--- config.mk ---
export PLATFORM = sky130hd
export DESIGN_NAME = subband_router_and_precision_tracker
export DESIGN_NICKNAME = d
export VERILOG_FILES = /design/src/rtl/core/sbrt_pkg.sv /design/src/rtl/core/sbrt_cfg.sv /design/src/rtl/core/sbrt_front.sv /design/src/rtl/core/sbrt_queue.sv /design/src/rtl/core/sbrt_back.sv /design/src/rtl/core/subband_router_and_precision_tracker.sv
export SDC_FILE = /design/constraint.sdc
export NUM_CORES = 1
export LEC_CHECK = 0
export BUFFER_PORTS_ARGS = -buffer_cell sky130_fd_sc_hd__buf_4
export CAP_MARGIN = 20
export CORE_MARGIN = 8
export CORE_UTILIZATION = 40
export CTS_BUF_LIST = sky130_fd_sc_hd__clkbuf_8 sky130_fd_sc_hd__clkbuf_16
export CTS_CLUSTER_DIAMETER = 60
export DETAILED_ROUTE_END_ITERATION = 12
export SLEW_MARGIN = 0
export SYNTH_ARGS = -nofsm -noshare
export SYNTH_HDL_FRONTEND = slang
export SYNTH_SLANG_ARGS = --single-unit
--- constraint.sdc ---
create_clock -name clk -period 5.51 [get_ports clk]
set_clock_uncertainty 0.2 [all_clocks]
set_input_delay 1.102 -clock clk [delete_from_list [all_inputs] [get_ports clk]]
set_output_delay 1.102 -clock clk [all_outputs]
set_load 0.01 [all_outputs]
--- src/rtl/core/sbrt_pkg.sv ---
// Shared types and constants of the subband router and precision tracker.
package sbrt_pkg;

  localparam int SUBBAND_SIZE_DEF = 64;
  localparam int COEFF_WIDTH_DEF  = 32;
  localparam int QUEUE_DEPTH_DEF  = 4;

  localparam int POS_W      = 7;
  localparam int VALUE_W    = 32;
  localparam int IDX_W      = 6;
  localparam int PREC_W     = 7;
  localparam int OFFSET_W   = 6;
  localparam int MANT_W     = 11;
  localparam int EXP_W      = 7;
  localparam int CFG_ADDR_W = 4;
  localparam int CFG_DATA_W = 11;
  localparam int NUM_BANDS  = 4;

  localparam logic REQ_COEFF  = 1'b0;
  localparam logic REQ_FINISH = 1'b1;

  localparam logic KIND_COEFF = 1'b0;
  localparam logic KIND_PARAM = 1'b1;

  localparam logic [CFG_ADDR_W-1:0] REG_LL_OFFSET   = 4'd0;
  localparam logic [CFG_ADDR_W-1:0] REG_HL_OFFSET   = 4'd1;
  localparam logic [CFG_ADDR_W-1:0] REG_LH_OFFSET   = 4'd2;
  localparam logic [CFG_ADDR_W-1:0] REG_HH_OFFSET   = 4'd3;
  localparam logic [CFG_ADDR_W-1:0] REG_LL_MANTISSA = 4'd4;
  localparam logic [CFG_ADDR_W-1:0] REG_HL_MANTISSA = 4'd5;
  localparam logic [CFG_ADDR_W-1:0] REG_LH_MANTISSA = 4'd6;
  localparam logic [CFG_ADDR_W-1:0] REG_HH_MANTISSA = 4'd7;

  typedef enum logic [1:0] {
    BAND_LL = 2'd0,
    BAND_HL = 2'd1,
    BAND_LH = 2'd2,
    BAND_HH = 2'd3
  } sbrt_band_t;

  // classified request as it travels from front end to back end
  typedef struct packed {
    logic                     finish;
    sbrt_band_t               band;
    logic signed [PREC_W-1:0] prec;
  } sbrt_ctrl_t;

  typedef struct packed {
    logic [NUM_BANDS-1:0][OFFSET_W-1:0] step_offset;
    logic [NUM_BANDS-1:0][MANT_W-1:0]   step_mantissa;
  } sbrt_cfg_t;

endpackage

--- src/rtl/core/sbrt_cfg.sv ---
// Step offset and mantissa register file.
module sbrt_cfg
  import sbrt_pkg::*;
(
  input  logic                  clk,
  input  logic                  rst_n,
  input  logic                  cfg_valid,
  input  logic [CFG_ADDR_W-1:0] cfg_index,
  input  logic [CFG_DATA_W-1:0] cfg_data,
  output sbrt_cfg_t             cfg_regs
);

  sbrt_cfg_t regs_r;
  sbrt_cfg_t regs_nxt;

  always_comb begin
    regs_nxt = regs_r;
    if (cfg_valid) begin
      case (cfg_index)
        REG_LL_OFFSET:   regs_nxt.step_offset[BAND_LL]   = cfg_data[OFFSET_W-1:0];
        REG_HL_OFFSET:   regs_nxt.step_offset[BAND_HL]   = cfg_data[OFFSET_W-1:0];
        REG_LH_OFFSET:   regs_nxt.step_offset[BAND_LH]   = cfg_data[OFFSET_W-1:0];
        REG_HH_OFFSET:   regs_nxt.step_offset[BAND_HH]   = cfg_data[OFFSET_W-1:0];
        REG_LL_MANTISSA: regs_nxt.step_mantissa[BAND_LL] = cfg_data[MANT_W-1:0];
        REG_HL_MANTISSA: regs_nxt.step_mantissa[BAND_HL] = cfg_data[MANT_W-1:0];
        REG_LH_MANTISSA: regs_nxt.step_mantissa[BAND_LH] = cfg_data[MANT_W-1:0];
        REG_HH_MANTISSA: regs_nxt.step_mantissa[BAND_HH] = cfg_data[MANT_W-1:0];
        default: ; // unmapped index, write dropped
      endcase
    end
  end

  always_ff @(posedge clk) begin
    if (!rst_n) begin
      regs_r <= '0;
    end else begin
      regs_r <= regs_nxt;
    end
  end

  assign cfg_regs = regs_r;

endmodule

--- src/rtl/core/sbrt_front.sv ---
// Front end: accepts requests, picks the subband and derives magnitude and precision.
module sbrt_front
  import sbrt_pkg::*;
#(
  parameter int SUBBAND_SIZE = SUBBAND_SIZE_DEF,
  parameter int COEFF_WIDTH  = COEFF_WIDTH_DEF
) (
  input  logic                      clk,
  input  logic                      rst_n,
  input  logic                      in_valid,
  output logic                      in_ready,
  input  logic                      in_req_type,
  input  logic [POS_W-1:0]          in_x_pos,
  input  logic [POS_W-1:0]          in_y_pos,
  input  logic signed [VALUE_W-1:0] in_coeff_value,
  output logic                      q_push,
  input  logic                      q_full,
  output sbrt_ctrl_t                q_ctrl,
  output logic [VALUE_W-1:0]        q_value,
  output logic [COEFF_WIDTH-1:0]    q_mag
);

  localparam int BL_W = $clog2(COEFF_WIDTH + 1);

  logic                   s1_valid_r;
  logic                   s1_valid_nxt;
  logic                   s1_finish_r;
  sbrt_band_t             s1_band_r;
  logic [VALUE_W-1:0]     s1_value_r;
  logic [COEFF_WIDTH-1:0] s1_mag_r;

  logic                   accept;
  logic                   x_low;
  logic                   y_low;
  sbrt_band_t             band;
  logic [COEFF_WIDTH-1:0] coeff;
  logic [COEFF_WIDTH-1:0] mag;
  logic [BL_W-1:0]        bit_len;
  logic [7:0]             prec_ext;
  logic signed [PREC_W-1:0] prec;

  assign in_ready = !s1_valid_r || !q_full;
  assign accept   = in_valid && in_ready;
  assign q_push   = s1_valid_r && !q_full;

  assign x_low = 32'(in_x_pos) < 32'(SUBBAND_SIZE);
  assign y_low = 32'(in_y_pos) < 32'(SUBBAND_SIZE);

  always_comb begin
    case ({y_low, x_low})
      2'b11:   band = BAND_LL;
      2'b10:   band = BAND_HL;
      2'b01:   band = BAND_LH;
      default: band = BAND_HH;
    endcase
  end

  // most negative value maps to 2^(COEFF_WIDTH-1), unsigned
  assign coeff = COEFF_WIDTH'($unsigned(in_coeff_value));
  assign mag   = coeff[COEFF_WIDTH-1] ? (~coeff + COEFF_WIDTH'(1)) : coeff;

  assign s1_valid_nxt = accept ? 1'b1 : (q_push ? 1'b0 : s1_valid_r);

  always_ff @(posedge clk) begin
    if (!rst_n) begin
      s1_valid_r <= 1'b0;
    end else begin
      s1_valid_r <= s1_valid_nxt;
    end
  end

  always_ff @(posedge clk) begin
    if (accept) begin
      s1_finish_r <= (in_req_type == REQ_FINISH);
      s1_band_r   <= band;
      s1_value_r  <= $unsigned(in_coeff_value);
      s1_mag_r    <= mag;
    end
  end

  // precision = ceil(log2 mag) - 1 = bit_length - is_pow2 - 1; 0 for zero magnitude
  always_comb begin
    bit_len = '0;
    for (int i = 0; i < COEFF_WIDTH; i++) begin
      if (s1_mag_r[i]) bit_len = BL_W'(i + 1);
    end
  end

  assign prec_ext = 8'(bit_len) - 8'($onehot(s1_mag_r)) - 8'd1;
  assign prec     = (s1_mag_r == '0) ? '0 : $signed(prec_ext[PREC_W-1:0]);

  assign q_ctrl.finish = s1_finish_r;
  assign q_ctrl.band   = s1_band_r;
  assign q_ctrl.prec   = prec;
  assign q_value       = s1_value_r;
  assign q_mag         = s1_mag_r;

endmodule

--- src/rtl/core/sbrt_queue.sv ---
// Small register queue between front end and back end.
module sbrt_queue
  import sbrt_pkg::*;
#(
  parameter int WIDTH = 8,
  parameter int DEPTH = QUEUE_DEPTH_DEF
) (
  input  logic             clk,
  input  logic             rst_n,
  input  logic             push,
  input  logic [WIDTH-1:0] wdata,
  output logic             full,
  input  logic             pop,
  output logic [WIDTH-1:0] rdata,
  output logic             empty
);

  localparam int PTR_W = $clog2(DEPTH);
  localparam int CNT_W = $clog2(DEPTH + 1);

  logic [WIDTH-1:0] mem_r [DEPTH];
  logic [PTR_W-1:0] wr_ptr_r;
  logic [PTR_W-1:0] wr_ptr_nxt;
  logic [PTR_W-1:0] rd_ptr_r;
  logic [PTR_W-1:0] rd_ptr_nxt;
  logic [CNT_W-1:0] count_r;
  logic [CNT_W-1:0] count_nxt;

  assign full  = (count_r == CNT_W'(DEPTH));
  assign empty = (count_r == '0);
  assign rdata = mem_r[rd_ptr_r];

  always_comb begin
    wr_ptr_nxt = wr_ptr_r;
    rd_ptr_nxt = rd_ptr_r;
    if (push) begin
      wr_ptr_nxt = (wr_ptr_r == PTR_W'(DEPTH - 1)) ? '0 : wr_ptr_r + PTR_W'(1);
    end
    if (pop) begin
      rd_ptr_nxt = (rd_ptr_r == PTR_W'(DEPTH - 1)) ? '0 : rd_ptr_r + PTR_W'(1);
    end
    count_nxt = count_r + CNT_W'(push) - CNT_W'(pop);
  end

  always_ff @(posedge clk) begin
    if (!rst_n) begin
      wr_ptr_r <= '0;
      rd_ptr_r <= '0;
      count_r  <= '0;
    end else begin
      wr_ptr_r <= wr_ptr_nxt;
      rd_ptr_r <= rd_ptr_nxt;
      count_r  <= count_nxt;
    end
  end

  always_ff @(posedge clk) begin
    if (push) begin
      mem_r[wr_ptr_r] <= wdata;
    end
  end

endmodule

--- src/rtl/core/sbrt_back.sv ---
// Back end: fill counters, running maxima, parameter sequencing and output register.
module sbrt_back
  import sbrt_pkg::*;
#(
  parameter int SUBBAND_SIZE = SUBBAND_SIZE_DEF,
  parameter int COEFF_WIDTH  = COEFF_WIDTH_DEF
) (
  input  logic                      clk,
  input  logic                      rst_n,
  input  logic                      q_empty,
  input  sbrt_ctrl_t                q_ctrl,
  input  logic [VALUE_W-1:0]        q_value,
  input  logic [COEFF_WIDTH-1:0]    q_mag,
  output logic                      q_pop,
  input  sbrt_cfg_t                 cfg_regs,
  output logic                      out_valid,
  input  logic                      out_ready,
  output logic                      out_kind,
  output logic [1:0]                out_band,
  output logic [IDX_W-1:0]          out_row,
  output logic [IDX_W-1:0]          out_col,
  output logic signed [VALUE_W-1:0] out_value,
  output logic                      out_band_full,
  output logic signed [EXP_W-1:0]   out_exponent,
  output logic [MANT_W-1:0]         out_mantissa,
  output logic                      out_last
);

  localparam int CNT_W = $clog2(SUBBAND_SIZE);
  localparam logic [CNT_W-1:0] CNT_LAST = CNT_W'(SUBBAND_SIZE - 1);

  logic [CNT_W-1:0]         row_r    [NUM_BANDS];
  logic [CNT_W-1:0]         row_nxt  [NUM_BANDS];
  logic [CNT_W-1:0]         col_r    [NUM_BANDS];
  logic [CNT_W-1:0]         col_nxt  [NUM_BANDS];
  logic [COEFF_WIDTH-1:0]   max_r    [NUM_BANDS];
  logic [COEFF_WIDTH-1:0]   max_nxt  [NUM_BANDS];
  logic signed [PREC_W-1:0] prec_r   [NUM_BANDS];
  logic signed [PREC_W-1:0] prec_nxt [NUM_BANDS];
  logic [1:0]               fin_idx_r;
  logic [1:0]               fin_idx_nxt;

  logic                      out_valid_r;
  logic                      out_valid_nxt;
  logic                      out_kind_r;
  logic                      out_kind_nxt;
  logic [1:0]                out_band_r;
  logic [1:0]                out_band_nxt;
  logic [IDX_W-1:0]          out_row_r;
  logic [IDX_W-1:0]          out_row_nxt;
  logic [IDX_W-1:0]          out_col_r;
  logic [IDX_W-1:0]          out_col_nxt;
  logic [VALUE_W-1:0]        out_value_r;
  logic [VALUE_W-1:0]        out_value_nxt;
  logic                      out_band_full_r;
  logic                      out_band_full_nxt;
  logic [EXP_W-1:0]          out_exponent_r;
  logic [EXP_W-1:0]          out_exponent_nxt;
  logic [MANT_W-1:0]         out_mantissa_r;
  logic [MANT_W-1:0]         out_mantissa_nxt;
  logic                      out_last_r;
  logic                      out_last_nxt;

  logic                      advance;
  logic                      work;
  logic [1:0]                b;
  logic [CNT_W-1:0]          cur_row;
  logic [CNT_W-1:0]          cur_col;
  logic signed [7:0]         exp_wide;
  logic [EXP_W-1:0]          exp_sat;
  logic [OFFSET_W-1:0]       sel_offset;
  logic signed [PREC_W-1:0]  sel_prec;

  assign advance = !out_valid_r || out_ready;
  assign work    = advance && !q_empty;
  assign b       = q_ctrl.band;
  assign cur_row = row_r[b];
  assign cur_col = col_r[b];

  assign sel_offset = cfg_regs.step_offset[fin_idx_r];
  assign sel_prec   = prec_r[fin_idx_r];
  assign exp_wide   = 8'({sel_prec[PREC_W-1], sel_prec})
                    - 8'({{2{sel_offset[OFFSET_W-1]}}, sel_offset});

  always_comb begin
    if (exp_wide > 8'sd63) begin
      exp_sat = 7'h3f;
    end else if (exp_wide < -8'sd64) begin
      exp_sat = 7'h40;
    end else begin
      exp_sat = exp_wide[EXP_W-1:0];
    end
  end

  always_comb begin
    row_nxt           = row_r;
    col_nxt           = col_r;
    max_nxt           = max_r;
    prec_nxt          = prec_r;
    fin_idx_nxt       = fin_idx_r;
    q_pop             = 1'b0;
    out_valid_nxt     = out_valid_r && !out_ready;
    out_kind_nxt      = out_kind_r;
    out_band_nxt      = out_band_r;
    out_row_nxt       = out_row_r;
    out_col_nxt       = out_col_r;
    out_value_nxt     = out_value_r;
    out_band_full_nxt = out_band_full_r;
    out_exponent_nxt  = out_exponent_r;
    out_mantissa_nxt  = out_mantissa_r;
    out_last_nxt      = out_last_r;
    if (work) begin
      out_valid_nxt = 1'b1;
      if (q_ctrl.finish) begin
        // one parameter result per cycle while the output is not stalled, bands in order
        out_kind_nxt      = KIND_PARAM;
        out_band_nxt      = fin_idx_r;
        out_row_nxt       = '0;
        out_col_nxt       = '0;
        out_value_nxt     = '0;
        out_band_full_nxt = 1'b0;
        out_exponent_nxt  = exp_sat;
        out_mantissa_nxt  = cfg_regs.step_mantissa[fin_idx_r];
        out_last_nxt      = (fin_idx_r == 2'(BAND_HH));
        if (fin_idx_r == 2'(BAND_HH)) begin
          q_pop       = 1'b1;
          fin_idx_nxt = '0;
          for (int i = 0; i < NUM_BANDS; i++) begin
            row_nxt[i]  = '0;
            col_nxt[i]  = '0;
            max_nxt[i]  = '0;
            prec_nxt[i] = '0;
          end
        end else begin
          fin_idx_nxt = fin_idx_r + 2'd1;
        end
      end else begin
        q_pop             = 1'b1;
        out_kind_nxt      = KIND_COEFF;
        out_band_nxt      = b;
        out_row_nxt       = IDX_W'(cur_row);
        out_col_nxt       = IDX_W'(cur_col);
        out_value_nxt     = q_value;
        out_band_full_nxt = (cur_row == CNT_LAST) && (cur_col == CNT_LAST);
        out_exponent_nxt  = '0;
        out_mantissa_nxt  = '0;
        out_last_nxt      = 1'b1;
        if (q_mag > max_r[b]) begin
          max_nxt[b]  = q_mag;
          prec_nxt[b] = q_ctrl.prec;
        end
        if (cur_col == CNT_LAST) begin
          col_nxt[b] = '0;
          row_nxt[b] = (cur_row == CNT_LAST) ? '0 : cur_row + CNT_W'(1);
        end else begin
          col_nxt[b] = cur_col + CNT_W'(1);
        end
      end
    end
  end

  always_ff @(posedge clk) begin
    if (!rst_n) begin
      out_valid_r <= 1'b0;
      fin_idx_r   <= '0;
      for (int i = 0; i < NUM_BANDS; i++) begin
        row_r[i]  <= '0;
        col_r[i]  <= '0;
        max_r[i]  <= '0;
        prec_r[i] <= '0;
      end
    end else begin
      out_valid_r <= out_valid_nxt;
      fin_idx_r   <= fin_idx_nxt;
      row_r       <= row_nxt;
      col_r       <= col_nxt;
      max_r       <= max_nxt;
      prec_r      <= prec_nxt;
    end
  end

  always_ff @(posedge clk) begin
    out_kind_r      <= out_kind_nxt;
    out_band_r      <= out_band_nxt;
    out_row_r       <= out_row_nxt;
    out_col_r       <= out_col_nxt;
    out_value_r     <= out_value_nxt;
    out_band_full_r <= out_band_full_nxt;
    out_exponent_r  <= out_exponent_nxt;
    out_mantissa_r  <= out_mantissa_nxt;
    out_last_r      <= out_last_nxt;
  end

  assign out_valid     = out_valid_r;
  assign out_kind      = out_kind_r;
  assign out_band      = out_band_r;
  assign out_row       = out_row_r;
  assign out_col       = out_col_r;
  assign out_value     = $signed(out_value_r);
  assign out_band_full = out_band_full_r;
  assign out_exponent  = $signed(out_exponent_r);
  assign out_mantissa  = out_mantissa_r;
  assign out_last      = out_last_r;

endmodule

--- src/rtl/core/subband_router_and_precision_tracker.sv ---
// An accepted request passes the front end register, the queue and the output register.
// Throughput: one coefficient request per cycle while out_ready does not stall the output.
// A finish request holds the back end until it has given one parameter result per band.
// The front end keeps accepting into a queue of QUEUE_DEPTH entries meanwhile.
// Reset (synchronous, rst_n low) clears step registers, counters, maxima and the queue.
// No clearing pass after reset: the block takes requests once rst_n is released.
module subband_router_and_precision_tracker
  import sbrt_pkg::*;
#(
  parameter int SUBBAND_SIZE = SUBBAND_SIZE_DEF,
  parameter int COEFF_WIDTH  = COEFF_WIDTH_DEF,
  parameter int QUEUE_DEPTH  = QUEUE_DEPTH_DEF
) (
  input  logic                      clk,
  input  logic                      rst_n,
  input  logic                      in_valid,
  output logic                      in_ready,
  input  logic                      in_req_type,
  input  logic [POS_W-1:0]          in_x_pos,
  input  logic [POS_W-1:0]          in_y_pos,
  input  logic signed [VALUE_W-1:0] in_coeff_value,
  output logic                      out_valid,
  input  logic                      out_ready,
  output logic                      out_kind,
  output logic [1:0]                out_band,
  output logic [IDX_W-1:0]          out_row,
  output logic [IDX_W-1:0]          out_col,
  output logic signed [VALUE_W-1:0] out_value,
  output logic                      out_band_full,
  output logic signed [EXP_W-1:0]   out_exponent,
  output logic [MANT_W-1:0]         out_mantissa,
  output logic                      out_last,
  input  logic                      cfg_valid,
  output logic                      cfg_ready,
  input  logic [CFG_ADDR_W-1:0]     cfg_index,
  input  logic [CFG_DATA_W-1:0]     cfg_data
);

  localparam int CTRL_W = $bits(sbrt_ctrl_t);
  localparam int Q_W    = CTRL_W + VALUE_W + COEFF_WIDTH;

  sbrt_cfg_t              cfg_regs;
  logic                   q_push;
  logic                   q_full;
  logic                   q_pop;
  logic                   q_empty;
  sbrt_ctrl_t             fe_ctrl;
  logic [VALUE_W-1:0]     fe_value;
  logic [COEFF_WIDTH-1:0] fe_mag;
  logic [Q_W-1:0]         q_wdata;
  logic [Q_W-1:0]         q_rdata;
  sbrt_ctrl_t             be_ctrl;
  logic [VALUE_W-1:0]     be_value;
  logic [COEFF_WIDTH-1:0] be_mag;

  assign cfg_ready = 1'b1;

  sbrt_cfg u_cfg (
    .clk       (clk),
    .rst_n     (rst_n),
    .cfg_valid (cfg_valid),
    .cfg_index (cfg_index),
    .cfg_data  (cfg_data),
    .cfg_regs  (cfg_regs)
  );

  sbrt_front #(
    .SUBBAND_SIZE (SUBBAND_SIZE),
    .COEFF_WIDTH  (COEFF_WIDTH)
  ) u_front (
    .clk            (clk),
    .rst_n          (rst_n),
    .in_valid       (in_valid),
    .in_ready       (in_ready),
    .in_req_type    (in_req_type),
    .in_x_pos       (in_x_pos),
    .in_y_pos       (in_y_pos),
    .in_coeff_value (in_coeff_value),
    .q_push         (q_push),
    .q_full         (q_full),
    .q_ctrl         (fe_ctrl),
    .q_value        (fe_value),
    .q_mag          (fe_mag)
  );

  assign q_wdata = {fe_ctrl, fe_value, fe_mag};

  sbrt_queue #(
    .WIDTH (Q_W),
    .DEPTH (QUEUE_DEPTH)
  ) u_queue (
    .clk   (clk),
    .rst_n (rst_n),
    .push  (q_push),
    .wdata (q_wdata),
    .full  (q_full),
    .pop   (q_pop),
    .rdata (q_rdata),
    .empty (q_empty)
  );

  assign be_ctrl  = sbrt_ctrl_t'(q_rdata[Q_W-1 -: CTRL_W]);
  assign be_value = q_rdata[COEFF_WIDTH +: VALUE_W];
  assign be_mag   = q_rdata[COEFF_WIDTH-1:0];

  sbrt_back #(
    .SUBBAND_SIZE (SUBBAND_SIZE),
    .COEFF_WIDTH  (COEFF_WIDTH)
  ) u_back (
    .clk           (clk),
    .rst_n         (rst_n),
    .q_empty       (q_empty),
    .q_ctrl        (be_ctrl),
    .q_value       (be_value),
    .q_mag         (be_mag),
    .q_pop         (q_pop),
    .cfg_regs      (cfg_regs),
    .out_valid     (out_valid),
    .out_ready     (out_ready),
    .out_kind      (out_kind),
    .out_band      (out_band),
    .out_row       (out_row),
    .out_col       (out_col),
    .out_value     (out_value),
    .out_band_full (out_band_full),
    .out_exponent  (out_exponent),
    .out_mantissa  (out_mantissa),
    .out_last      (out_last)
  );

endmodule

==> metrics.yaml <==
placed_design:
  place_hpwl_um: 46300
  numPortBuffers: 123
  gp_congestion: 0.876
route:
  drt-total-wl_um: 71500
  wl_per_cell_um: 20.4
  ant_nets: 0
  vias_per_cell: 5.27
  vias: 18500
  first_iter_violations: 1101
  first_pass_iters: 5
  drc: 0
synth:
  yosys_register_bits: 710
  syn_nets: 2415
  synth-edff-count: 425
  async_flop_share_pct: 0
  yosysWarnings: 0
  synthCells: 2227
  synth_cell_types: 71
  synth_area_um2: 30900
  ys_top_cells_by_count: "edfxtp_1, dfxtp_1, nand2_1"
  synth_area_per_cell_um2: 13.9
  synth.largest_area_cell: "edfxtp_1"
  synthFlopType: "edfxtp_1"
  yosys-top-cells-area: "edfxtp_1, dfxtp_1, mux4_2"
  yosysTopAreaCellShare_pct: 41.3
  ys_seq_area_share_pct: 59.7
  yosysMostFrequentCell: "edfxtp_1"
worst_setup_path:
  cp_max_fo: 4
  r2r_cells: 18
  reg2reg_from: "u_front.q_mag[29]"
  path_class: "flop to flop"
  path_cells: "ha_2 -> fa_1 -> inv_2 -> fa_1 -> fa_1 -> fa_1 -> fa_1 -> inv_2 -> ha_4 -> fa_1 -> nor4b_2 -> nand3_1 -> ha_2 -> inv_2 -> ha_4 -> nand2_2 -> or3_4 -> a21oi_4"
  required_ns: 5.76
  crit_top_cell: "fa_1"
  critPathLaunch: "u_front.q_mag[29]"
  crit_path_start_kind: "flop"
  crit_end: "u_queue.mem_r[3][68]"
  r2r_slack_ns: -0.13
  cpPeakStageDelay_ns: 0.58
  regToRegEndpoint: "u_queue.mem_r[3][68]"
  arrival_ns: 5.89
  endpoint_kind: "flop"
  cp_slowest_cell: "fa_1"
finish:
  n_fill_cell: 6774
  antenna_cells: 0
  drive_above_1_share_pct: 22.2
  final_nets: 2591
  syn2layout_area_growth_pct: 16.8
status:
  status: "finished with violations"
  violations: "setup timing"
worst_hold_path:
  hold_path_class: "flop to flop"
floorplan:
  dieArea_um2: 86500
  fp.dieH_um: 294
  core-area_um2: 77000
  initial_core_util_pct: 40.2
  ios: 137
  die_x_um: 294
  rows: 102
timing:
  clock.fmax_ghz: 0.177
  final_hold_viol_count: 0
  holdWs_ns: 0.257
  slew_headroom_pct: 27.3
  slew_viol_final: 0
  setup_violations: 20
  grt_setup_unrepaired: "true"
  fin_ws_ns: -0.128
  worst-slew-pin-transition_ns: 1.09
  fin_crit_ns: 5.64
  timing.final.crit_share_pct: 102
run:
  maxCapViolations: 0
clocking:
  clkSinkCount: 710
  root_buffer: "clkbuf_16"
  hold_buffers: 0
  clk_latency_ns: 0.62
  cts_tree: "yes"
  cts_buffer_depth: 3
  cts.clk_slew.worst_paths_ns: 0.06
  htreeDepth: 3
  numCtsBuffers: 76
power:
  leakage_nw: 13.3
  finalPower_w: 0.0167
  power_density_nw_per_um2: 463
  max-vdd-ir-drop_mv: 0.378
global_routing:
  antenna_found_initial: 0
  grt_first_pass_wirelength_um: 112000
  grt_pass1_vias: 19500
  gr-total-overflow: 0
  grt_max_degree: 77
  grt.total_usage_pct: 16.3
[cells in the final DEF (no fill, tap or decap), drive strengths merged, types with 4 or more instances in the layout]
master	netlist	layout
edfxtp	425	425
dfxtp	285	285
buf	40	219
nand2	189	189
mux2i	158	158
inv	132	156
mux4	130	130
ha	93	93
nor2b	91	91
clkbuf	81	86
a22o	76	76
and2	72	72
o21ai	55	55
a21oi	43	43
nor2	43	43
xnor2	34	34
nand3	29	29
fa	28	28
a32o	26	26
a21boi	24	24
clkinv	1	22
a22oi	18	18
nand4	17	17
nor3	15	15
nor4	11	11
xor2	11	11
a21o	8	8
nand2b	8	8
and3	7	7
or3	7	7
o21a	6	6
or2	6	6
o31ai	5	5
mux2	4	4
o41ai	4	4
nand3b	4	4
o2111ai	4	4
or4	4	4
[metrics by stage]
| stage | utilization, % | setup TNS [ns] | cells | area, um2 | setup slack (ns) |
|---|---|---|---|---|---|
| after CTS | 46.8 | -4.45 | 3492 | 36000 | -0.268 |
| after global placement | 43.4 | -2.73 | 3346 | 33400 | -0.238 |
| after global routing | 47.0 | -4.89 | 3500 | 36100 | -0.304 |
| after detailed placement | 43.5 | -3.92 | 3347 | 33400 | -0.284 |
| after floorplan | - | -0.0788 | 2227 | 31000 | -0.0197 |
| final | 47.0 | -1.19 | 3500 | 36100 | -0.128 |
[registers in the layout, summed over array words and instances, names as in the netlist, 11 cells and up, named ones only]
signal               cells
u_queue.mem_r          292
u_back.max_r           128
u_cfg.cfg_regs          68
u_back.out_value        32
u_front.q_mag           32
u_front.q_value         31
u_back.prec_r           28
u_back.col_r            24
u_back.row_r            24
u_back.out_mantissa     11
[kinds of logic (layout without fill, tap and decap cells)]
group	Yosys count	after routing	share of synthesized area (%)
DFF	710	710	59.7
and+or+nand+nor	512	512	8.48
AOI/OAI and AO/OA	292	292	6.97
muxes	292	292	14.7
buffers and inverters	254	487	3.28
adders and majority gates	121	121	5.57
xor gates and xnor gates	45	45	1.27
other	1	1	0.0121
[timing repair]
action                     4_1_cts  5_1_grt
setup endpoints to repair       24       28
gates resized for setup         19       21
gates cloned                     0        0
pin swaps                       13       16
setup buffers                   10        9
[critical path, delay by kind of cell (launching register included)]
| family | cells | cell delay, ns |
|---|---|---|
| AOI/OAI and AO/OA | 1 | 0.16 |
| buffers and inverters | 3 | 0.15 |
| DFF | 1 | 0.44 |
| and+or+nand+nor | 4 | 0.81 |
| adders and majority gates | 10 | 3.71 |
[routing by layer]
metal | wire [um] | GRT usage, % | vias up
li1 | - | - | 8595
met1 | 31000 | 20.8 | 9343
met2 | 35600 | 28.4 | 421
met3 | 3440 | 3.15 | 99
met4 | 1540 | 4.23 | 0
met5 | 0 | 0 | -
[report_power, final]
part	internal, W	switching [W]
logic	0.00221	0.00299
clock network	0.00283	0.00210
registers	0.00637	0.000249
total	0.0114	0.00533
[how the worst min path moves through the flow]
stage / startpoint / endpoint / slack [ns] / cells after the start
after global placement: u_back.col_r[1] / u_back.col_r[1] / 0.24 / 2
after CTS: u_back.col_r[1] / u_back.col_r[1] / 0.26 / 2
after floorplan: u_back.col_r[1] / u_back.col_r[1] / 0.23 / 2
final: u_back.max_r[66] / u_back.max_r[66] / 0.26 / 2
after global routing: u_back.col_r[1] / u_back.col_r[1] / 0.27 / 2
after detailed placement: u_back.col_r[1] / u_back.col_r[1] / 0.25 / 2
[area by class of cell]
type,count,area (um2),share of cell area (%)
Clock buffer,86,2060,5.71
Tap cell,1040,1300,3.60
Sequential cell,710,18500,51.1
Clock inverter,49,370,1.02
Multi-Input combinational cell,1263,11700,32.4
Timing Repair Buffer,219,1730,4.79
Inverter,133,499,1.38
Power figures use the tool's default switching activity.
